==> config.mk <==
export PLATFORM = sky130hd
export DESIGN_NAME = life_rle_pattern_decoder
export DESIGN_NICKNAME = d
export VERILOG_FILES = /design/src/design/lrle_pkg.sv /design/src/design/life_rle_pattern_decoder.sv /design/src/design/lrle_front.sv /design/src/design/lrle_queue.sv /design/src/design/lrle_back.sv
export SDC_FILE = /design/constraint.sdc
export NUM_CORES = 1
export LEC_CHECK = 0
export CAP_MARGIN = 10
export CELL_PAD_IN_SITES_DETAIL_PLACEMENT = 1
export CELL_PAD_IN_SITES_GLOBAL_PLACEMENT = 1
export CORE_UTILIZATION = 33
export CTS_BUF_LIST = sky130_fd_sc_hd__clkbuf_4
export DETAILED_ROUTE_END_ITERATION = 8
export DONT_BUFFER_PORTS = 1
export HOLD_SLACK_MARGIN = 0.12
export PLACE_DENSITY = 0.65
export SYNTH_ARGS = -nofsm -noshare
export SYNTH_HDL_FRONTEND = slang
export SYNTH_HIERARCHICAL = 1
export SYNTH_SLANG_ARGS = --single-unit
==> constraint.sdc <==
create_clock -name clk -period 12.11 [get_ports clk]
set_input_delay 1.211 -clock clk [delete_from_list [all_inputs] [get_ports clk]]
set_output_delay 1.211 -clock clk [all_outputs]
set_load 0.02 [all_outputs]
==> src/design/lrle_pkg.sv <==
// shared types, character codes and constants of the rle pattern decoder
package lrle_pkg;

	localparam int DEFAULT_MAX_SIDE = 256;
	localparam int QUEUE_DEPTH      = 4;

	localparam int CFG_INDEX_W = 2;
	localparam int CFG_DATA_W  = 9;

	localparam logic [CFG_INDEX_W-1:0] REG_BOARD_WIDTH  = 2'd0;
	localparam logic [CFG_INDEX_W-1:0] REG_BOARD_HEIGHT = 2'd1;
	localparam logic [CFG_INDEX_W-1:0] REG_ORIGIN_ROW   = 2'd2;
	localparam logic [CFG_INDEX_W-1:0] REG_ORIGIN_COL   = 2'd3;

	localparam logic [8:0] RST_BOARD_WIDTH  = 9'd30;
	localparam logic [8:0] RST_BOARD_HEIGHT = 9'd30;
	localparam logic [7:0] RST_ORIGIN_ROW   = 8'd2;
	localparam logic [7:0] RST_ORIGIN_COL   = 8'd5;

	localparam logic [7:0] CHAR_ZERO   = 8'h30;
	localparam logic [7:0] CHAR_NINE   = 8'h39;
	localparam logic [7:0] CHAR_DEAD   = 8'h62;
	localparam logic [7:0] CHAR_ALIVE  = 8'h6F;
	localparam logic [7:0] CHAR_NEWROW = 8'h24;
	localparam logic [7:0] CHAR_END    = 8'h21;

	localparam logic [15:0] COUNT_MAX = 16'hFFFF;
	localparam logic [16:0] INDEX_MAX = 17'h1FFFF;
	localparam logic [15:0] START_MAX = 16'hFFFF;

	typedef enum logic [2:0] {
		CMD_NONE,
		CMD_DIGIT,
		CMD_RUN,
		CMD_LINE,
		CMD_END
	} cmd_kind_t;

	typedef struct packed {
		cmd_kind_t  kind;
		logic [3:0] digit;
		logic       alive;
		logic       first;
	} cmd_t;

	typedef struct packed {
		logic [8:0] board_width;
		logic [8:0] board_height;
		logic [7:0] origin_row;
		logic [7:0] origin_col;
	} cfg_t;

	typedef struct packed {
		logic [15:0] run_start;
		logic [15:0] run_length;
		logic        cell_alive;
		logic        run_past_end;
		logic        pattern_done;
	} result_t;

endpackage

==> src/design/life_rle_pattern_decoder.sv <==
// top level of the run-length pattern decoder: ports, registers, front, queue, back
//
// channel   dir  handshake            payload
// s_*       in   s_tvalid / s_tready  s_tdata[7:0] char_code, s_tuser first_char
// m_*       out  m_tvalid / m_tready  m_tdata run_start, run_length, cell_alive;
//                                     m_tuser run_past_end, m_tlast pattern_done
// cfg_*     in   cfg_valid / cfg_ready cfg_index register, cfg_data value
//
// one character per cycle unless the queue is full; back end: one command a cycle, unless stalled
// its longest path is one multiply (origin row times width on a restart) followed
// by two add-and-saturate steps; count times width runs beside it
// a run or end character is written into the queue, taken from it by the back end once
// the output register is free, and its result is registered into the output register on m_*
// the four-deep command queue lets the input run on while m_tready is low;
// s_tready drops only when the queue is full
// arst_n clears position, count and handshake state and loads register defaults
module life_rle_pattern_decoder #(
	parameter int MAX_SIDE = lrle_pkg::DEFAULT_MAX_SIDE
) (
	input  logic                            clk,
	input  logic                            arst_n,
	input  logic                            s_tvalid,
	output logic                            s_tready,
	input  logic [7:0]                      s_tdata,   // char_code
	input  logic                            s_tuser,   // first_char
	output logic                            m_tvalid,
	input  logic                            m_tready,
	output logic [39:0]                     m_tdata,   // run_start, run_length, cell_alive, zero fill
	output logic                            m_tuser,   // run_past_end
	output logic                            m_tlast,   // pattern_done
	input  logic                            cfg_valid,
	output logic                            cfg_ready,
	input  logic [lrle_pkg::CFG_INDEX_W-1:0] cfg_index,
	input  logic [lrle_pkg::CFG_DATA_W-1:0]  cfg_data
);

	lrle_pkg::cfg_t    cfg_q;
	lrle_pkg::cmd_t    front_cmd;
	lrle_pkg::cmd_t    queue_cmd;
	lrle_pkg::result_t res;
	logic              front_valid;
	logic              front_ready;
	logic              queue_valid;
	logic              queue_ready;

	// registers are always writable
	assign cfg_ready = 1'b1;

	always_ff @(posedge clk or negedge arst_n) begin
		if (!arst_n) begin
			cfg_q.board_width  <= lrle_pkg::RST_BOARD_WIDTH;
			cfg_q.board_height <= lrle_pkg::RST_BOARD_HEIGHT;
			cfg_q.origin_row   <= lrle_pkg::RST_ORIGIN_ROW;
			cfg_q.origin_col   <= lrle_pkg::RST_ORIGIN_COL;
		end else if (cfg_valid) begin
			case (cfg_index)
				lrle_pkg::REG_BOARD_WIDTH:  cfg_q.board_width  <= cfg_data;
				lrle_pkg::REG_BOARD_HEIGHT: cfg_q.board_height <= cfg_data;
				lrle_pkg::REG_ORIGIN_ROW:   cfg_q.origin_row   <= cfg_data[7:0];
				lrle_pkg::REG_ORIGIN_COL:   cfg_q.origin_col   <= cfg_data[7:0];
				default: begin
				end
			endcase
		end
	end

	// classify characters; ignored ones are consumed without a queue entry
	lrle_front u_front (
		.char_valid (s_tvalid),
		.char_ready (s_tready),
		.char_code  (s_tdata),
		.first_char (s_tuser),
		.cmd_valid  (front_valid),
		.cmd_ready  (front_ready),
		.cmd        (front_cmd)
	);

	lrle_queue u_queue (
		.clk        (clk),
		.arst_n     (arst_n),
		.push_valid (front_valid),
		.push_ready (front_ready),
		.push_data  (front_cmd),
		.pop_valid  (queue_valid),
		.pop_ready  (queue_ready),
		.pop_data   (queue_cmd)
	);

	// position tracking, run emission and the output register
	lrle_back #(
		.MAX_SIDE (MAX_SIDE)
	) u_back (
		.clk       (clk),
		.arst_n    (arst_n),
		.cfg       (cfg_q),
		.cmd_valid (queue_valid),
		.cmd_ready (queue_ready),
		.cmd       (queue_cmd),
		.res_valid (m_tvalid),
		.res_ready (m_tready),
		.res       (res)
	);

	assign m_tdata = {7'd0, res.cell_alive, res.run_length, res.run_start};
	assign m_tuser = res.run_past_end;
	assign m_tlast = res.pattern_done;

endmodule

==> src/design/lrle_front.sv <==
// front end: classifies each character into a decoder command
module lrle_front (
	input  logic          char_valid,
	output logic          char_ready,
	input  logic [7:0]    char_code,
	input  logic          first_char,
	output logic          cmd_valid,
	input  logic          cmd_ready,
	output lrle_pkg::cmd_t cmd
);

	lrle_pkg::cmd_kind_t kind;

	always_comb begin
		if (char_code >= lrle_pkg::CHAR_ZERO && char_code <= lrle_pkg::CHAR_NINE) begin
			kind = lrle_pkg::CMD_DIGIT;
		end else if (char_code == lrle_pkg::CHAR_DEAD || char_code == lrle_pkg::CHAR_ALIVE) begin
			kind = lrle_pkg::CMD_RUN;
		end else if (char_code == lrle_pkg::CHAR_NEWROW) begin
			kind = lrle_pkg::CMD_LINE;
		end else if (char_code == lrle_pkg::CHAR_END) begin
			kind = lrle_pkg::CMD_END;
		end else begin
			kind = lrle_pkg::CMD_NONE;
		end
	end

	assign cmd.kind  = kind;
	assign cmd.digit = 4'(char_code - lrle_pkg::CHAR_ZERO);
	assign cmd.alive = (char_code == lrle_pkg::CHAR_ALIVE);
	assign cmd.first = first_char;

	// unknown characters without a restart change nothing: drop them here
	assign char_ready = cmd_ready;
	assign cmd_valid  = char_valid && (kind != lrle_pkg::CMD_NONE || first_char);

endmodule

==> src/design/lrle_queue.sv <==
// short command queue between the front and back ends
module lrle_queue (
	input  logic           clk,
	input  logic           arst_n,
	input  logic           push_valid,
	output logic           push_ready,
	input  lrle_pkg::cmd_t push_data,
	output logic           pop_valid,
	input  logic           pop_ready,
	output lrle_pkg::cmd_t pop_data
);

	localparam int PW = $clog2(lrle_pkg::QUEUE_DEPTH);

	lrle_pkg::cmd_t mem_q [lrle_pkg::QUEUE_DEPTH];
	logic [PW:0]    wr_ptr_q;
	logic [PW:0]    rd_ptr_q;
	logic           full;
	logic           empty;

	assign empty = (wr_ptr_q == rd_ptr_q);
	assign full  = (wr_ptr_q[PW-1:0] == rd_ptr_q[PW-1:0]) && (wr_ptr_q[PW] != rd_ptr_q[PW]);

	assign push_ready = !full;
	assign pop_valid  = !empty;
	assign pop_data   = mem_q[rd_ptr_q[PW-1:0]];

	always_ff @(posedge clk or negedge arst_n) begin
		if (!arst_n) begin
			wr_ptr_q <= '0;
			rd_ptr_q <= '0;
		end else begin
			if (push_valid && !full) begin
				wr_ptr_q <= wr_ptr_q + 1'b1;
			end
			if (pop_ready && !empty) begin
				rd_ptr_q <= rd_ptr_q + 1'b1;
			end
		end
	end

	always_ff @(posedge clk) begin
		if (push_valid && !full) begin
			mem_q[wr_ptr_q[PW-1:0]] <= push_data;
		end
	end

endmodule

==> src/design/lrle_back.sv <==
// back end: count, position state and the result register
module lrle_back #(
	parameter int MAX_SIDE = lrle_pkg::DEFAULT_MAX_SIDE
) (
	input  logic              clk,
	input  logic              arst_n,
	input  lrle_pkg::cfg_t    cfg,
	input  logic              cmd_valid,
	output logic              cmd_ready,
	input  lrle_pkg::cmd_t    cmd,
	output logic              res_valid,
	input  logic              res_ready,
	output lrle_pkg::result_t res
);

	localparam int SW = $clog2(MAX_SIDE + 1);
	localparam int CW = (SW > 9) ? SW : 9;
	localparam int OW = (SW + 9 > 18) ? SW + 9 : 18;
	localparam int LW = SW + 17;
	localparam int XW = (2 * SW > 18) ? 2 * SW : 18;

	function automatic logic [SW-1:0] clamp_side(input logic [8:0] v);
		logic [SW-1:0] r;
		if (v == 9'd0) begin
			r = SW'(1);
		end else if (CW'(v) > CW'(MAX_SIDE)) begin
			r = SW'(MAX_SIDE);
		end else begin
			r = SW'(v);
		end
		return r;
	endfunction

	logic [15:0] run_count_q;
	logic        count_present_q;
	logic [16:0] line_start_q;
	logic [16:0] write_index_q;
	logic        finished_q;
	logic        res_valid_q;
	lrle_pkg::result_t res_q;

	logic [SW-1:0]   w;
	logic [SW-1:0]   h;
	logic [2*SW-1:0] total;
	logic [OW-1:0]   origin_sum;
	logic [16:0]     origin_idx;

	logic [15:0] rc_eff;
	logic        cp_eff;
	logic [16:0] ls_eff;
	logic [16:0] wi_eff;
	logic        fin_eff;
	logic [15:0] count;

	logic [19:0]   digit_next;
	logic [17:0]   run_end;
	logic [LW-1:0] line_sum;
	logic [16:0]   line_next;
	logic [15:0]   start_sat;
	logic          past;

	logic              take;
	logic [15:0]       rc_n;
	logic              cp_n;
	logic [16:0]       ls_n;
	logic [16:0]       wi_n;
	logic              fin_n;
	logic              emit;
	lrle_pkg::result_t res_n;

	assign w = clamp_side(cfg.board_width);
	assign h = clamp_side(cfg.board_height);
	assign total = w * h;

	assign origin_sum = OW'(cfg.origin_row) * OW'(w) + OW'(cfg.origin_col);
	assign origin_idx = (origin_sum > OW'(lrle_pkg::INDEX_MAX)) ?
		lrle_pkg::INDEX_MAX : origin_sum[16:0];

	// a restart clears the count and puts the position at the origin first
	assign rc_eff  = cmd.first ? 16'd0 : run_count_q;
	assign cp_eff  = cmd.first ? 1'b0 : count_present_q;
	assign ls_eff  = cmd.first ? origin_idx : line_start_q;
	assign wi_eff  = cmd.first ? origin_idx : write_index_q;
	assign fin_eff = cmd.first ? 1'b0 : finished_q;
	assign count   = cp_eff ? rc_eff : 16'd1;

	assign digit_next = 20'(rc_eff) * 20'd10 + 20'(cmd.digit);
	assign run_end    = 18'(wi_eff) + 18'(count);
	assign line_sum   = LW'(ls_eff) + LW'(count) * LW'(w);
	assign line_next  = (line_sum > LW'(lrle_pkg::INDEX_MAX)) ?
		lrle_pkg::INDEX_MAX : line_sum[16:0];
	assign start_sat  = (wi_eff > 17'(lrle_pkg::START_MAX)) ?
		lrle_pkg::START_MAX : wi_eff[15:0];
	assign past = (XW'(run_end) > XW'(total)) || (wi_eff > 17'(lrle_pkg::START_MAX));

	assign cmd_ready = !res_valid_q || res_ready;
	assign take      = cmd_valid && cmd_ready;

	always_comb begin
		rc_n  = rc_eff;
		cp_n  = cp_eff;
		ls_n  = ls_eff;
		wi_n  = wi_eff;
		fin_n = fin_eff;
		emit  = 1'b0;
		res_n = '0;
		if (!fin_eff) begin
			case (cmd.kind)
				lrle_pkg::CMD_DIGIT: begin
					rc_n = (digit_next > 20'(lrle_pkg::COUNT_MAX)) ?
						lrle_pkg::COUNT_MAX : digit_next[15:0];
					cp_n = 1'b1;
				end
				lrle_pkg::CMD_RUN: begin
					emit               = 1'b1;
					res_n.run_start    = start_sat;
					res_n.run_length   = count;
					res_n.cell_alive   = cmd.alive;
					res_n.run_past_end = past;
					wi_n = (run_end > 18'(lrle_pkg::INDEX_MAX)) ?
						lrle_pkg::INDEX_MAX : run_end[16:0];
					rc_n = 16'd0;
					cp_n = 1'b0;
				end
				lrle_pkg::CMD_LINE: begin
					ls_n = line_next;
					wi_n = line_next;
					rc_n = 16'd0;
					cp_n = 1'b0;
				end
				lrle_pkg::CMD_END: begin
					emit               = 1'b1;
					res_n.run_start    = start_sat;
					res_n.pattern_done = 1'b1;
					fin_n = 1'b1;
					rc_n  = 16'd0;
					cp_n  = 1'b0;
				end
				default: begin
				end
			endcase
		end
	end

	always_ff @(posedge clk or negedge arst_n) begin
		if (!arst_n) begin
			run_count_q     <= '0;
			count_present_q <= 1'b0;
			line_start_q    <= '0;
			write_index_q   <= '0;
			finished_q      <= 1'b0;
			res_valid_q     <= 1'b0;
		end else begin
			if (take) begin
				run_count_q     <= rc_n;
				count_present_q <= cp_n;
				line_start_q    <= ls_n;
				write_index_q   <= wi_n;
				finished_q      <= fin_n;
			end
			if (take && emit) begin
				res_valid_q <= 1'b1;
			end else if (res_ready) begin
				res_valid_q <= 1'b0;
			end
		end
	end

	always_ff @(posedge clk) begin
		if (take && emit) begin
			res_q <= res_n;
		end
	end

	assign res_valid = res_valid_q;
	assign res       = res_q;

endmodule
==> results.tsv <==
metric	value	unit
status	completed	
critical path class	register to register	
M2 GR Usage	0.355	
layout cells sized above 1	0.0622	
Via density	5.31	
first-pass GRT wire length	98900	um
latest clock arrival within the worst-skew pair	660	ps
post-synth top area share	0.214	
worst min path class	input pin to async pin	
clock transition at the registers of the reported paths	160	ps
crit share post-route	0.865	
Post-Syn Area	0.0202	mm^2
CORE AREA	0.0604	mm^2
Tmin final	10480	ps
hold buffers post-CTS	0	
Most Crowded Layer GR	met2	
Detail Placement HPWL	49400	um
WP data arrival	11010	ps
DIE WIDTH	249	um
Placer Congestion	0.912	
CP Max Fanout	30	
post-route setup TNS	0	ps
cell taking the most area after synthesis	fa_1	
met3 global-route usage	0.0305	
Mapped Cells	2205	
initial antenna violation count	2	
Final #Nets	2611	
die area	0.0622	mm^2
Cell variety after synth	86	
P_leak	10.3	nW
buffers plus inverters on the worst setup path	4	
largest net degree at the start of global routing	94	
Most used DFF post-synth	dfrtp_1	
initial core utilization	0.335	
worst slew pin tran	1200	ps
clock tree root driver cell	clkbuf_4	
reg-to-reg setup timing slack	1630	ps
initial DRC count	719	
Worst Path Required	12640	ps
startpoint types	register	
detailed-route via count	15700	
ys async rst share	0.567	
skew final	35.6	ps
flops & latches, synth	164	
relative slew slack	0.199	
CP max-delay cell	nor2b_1	
final-report max-slew violation count	0	
H-tree level count	4	
Yosys Warn Count	6	
TritonCTS clock tree	done	
RSZ-0062 raised after global routing	false	
synthesized area per cell	9.16	um^2
hold_ws	233	ps
DRC	0	
Max IR drop VDD	0.000135	V
r2r endpoint	u_back/line_start_q[14]	
Routed WL	61700	um
top post-synthesis cells by area	fa_1, ha_1, edfxtp_1	
commonest non-fill, non-tap cell in the layout	inv_1	
max cap viols	0	
Crit. End Element	register	
clk buf depth	2	
Rows	90	
r2r startpoint	cfg_q[33]	
FMAX	0.0955	GHz
Power Total	5.74	mW
reg2reg path depth	30	
grt met1 use	0.258	
DR WL/cell	20.9	um
Seq/Total Area, Yosys	0.222	
GRT Total Usage	0.204	
io pins	70	
DRT antenna net count	0	
Fin. Hold Viols	0	
Overflow after GRT	0	
DR pass1 iterations	5	
cell family with most CP delay	simple AND/OR/NAND/NOR gates	
endpoints failing setup	0	
Post-synth EDFFs	71	
crit-path max cell delay	880	ps
area grow syn2layout	5.32	%
pwr dens	270	mW/mm^2
PostCTS Resize Cnt	0	
total CTS buffers	17	
Die Ht	249	um
PortBufs	0	
number of global-route vias before repair	17500	
highest-count cells in the layout ignoring fill and taps	inv_1, nand2_1, fa_1, ha_1, nor2_1	
# Post-CTS Setup Buffers	0	
clk sinks	164	
cell repeated most along the worst path	fa_1	
## synthesized netlist by cell type (all sizes together), types with 27 or more instances
cell,instances
nand2,270
nor2b,41
inv,281
nor3,36
a21o,33
nor2,178
mux2,34
edfxtp,71
fa,216
and2,77
a21oi,96
dfrtp,82
xnor2,45
xor2,27
ha,212
clkbuf,76
o21ai,102
nand2b,28
## worst max-delay path by stage
stage	startpoint	end	slack, ps	depth (start not counted)
2_1_floorplan	cfg_q[32]	u_back/write_index_q[16]	3250	34
3_3_place_gp	cfg_q[33]	u_back/write_index_q[16]	2060	30
3_5_place_dp	cfg_q[33]	u_back/line_start_q[14]	1710	30
4_1_cts	cfg_q[33]	u_back/line_start_q[14]	1660	30
5_1_grt	cfg_q[33]	u_back/write_index_q[16]	920	30
6_report	cfg_q[33]	u_back/line_start_q[14]	1630	30
## power by group
part,total (mW),internal [mW],switching [mW]
sequential,1.01,0.810,0.195
combinational,4.39,1.56,2.84
clock,0.344,0.124,0.220
## logic make-up (layout without fill, tap and decap cells)
group | count (synthesis) | count (layout) | synth area share
buffers and inverters | 383 | 343 | 0.0746
xor gates and xnor gates | 72 | 72 | 0.0320
DFF | 164 | 164 | 0.222
other | 2 | 10 | 0.000372
adders and majority gates | 428 | 428 | 0.345
and+or+nand+nor | 713 | 713 | 0.167
muxes | 47 | 47 | 0.0310
AOI/OAI and AO/OA | 396 | 396 | 0.128
## per-layer routing
metal	wire, um	vias to the layer above	part of all wire
met1	26900	8107	0.44
li1	-	7244	-
met2	30600	266	0.50
met5	0	-	0
met3	2260	87	0.037
met4	1940	0	0.031
## flip-flops by register name (all words and copies together), names as in the netlist
signal and cells:
u_back/res 35, u_back/res_valid 1, u_back/write_index_q 17, u_queue/rd_ptr_q 3, u_back/run_count_q 16, u_back/line_start_q 17
u_queue/wr_ptr_q 3, u_queue/mem_q 36, u_back/finished_q 1, cfg_q 34, u_back/count_present_q 1
## area by class of cell
class / count / area [um^2]
antenna: 2 / 5.00
clock buffer: 17 / 128
sequential: 164 / 4470
timing repair buffer: 25 / 188
tap: 782 / 978
clock inverter: 15 / 153
inverter: 286 / 1070
multi-input combinational: 1664 / 14300
fill: 7069 / 39100
## per-stage QoR
step	instances	setup slack (ps)	util	cell area, um^2
after floorplan	2211	3250	-	20200
after global placement	2921	2060	0.348	21000
after detailed placement	2921	1710	0.348	21000
after CTS	2953	1660	0.352	21300
after global routing	2955	915	0.352	21300
final	2955	1630	0.352	21300
Note: power is estimated with default switching activity, not from simulation.
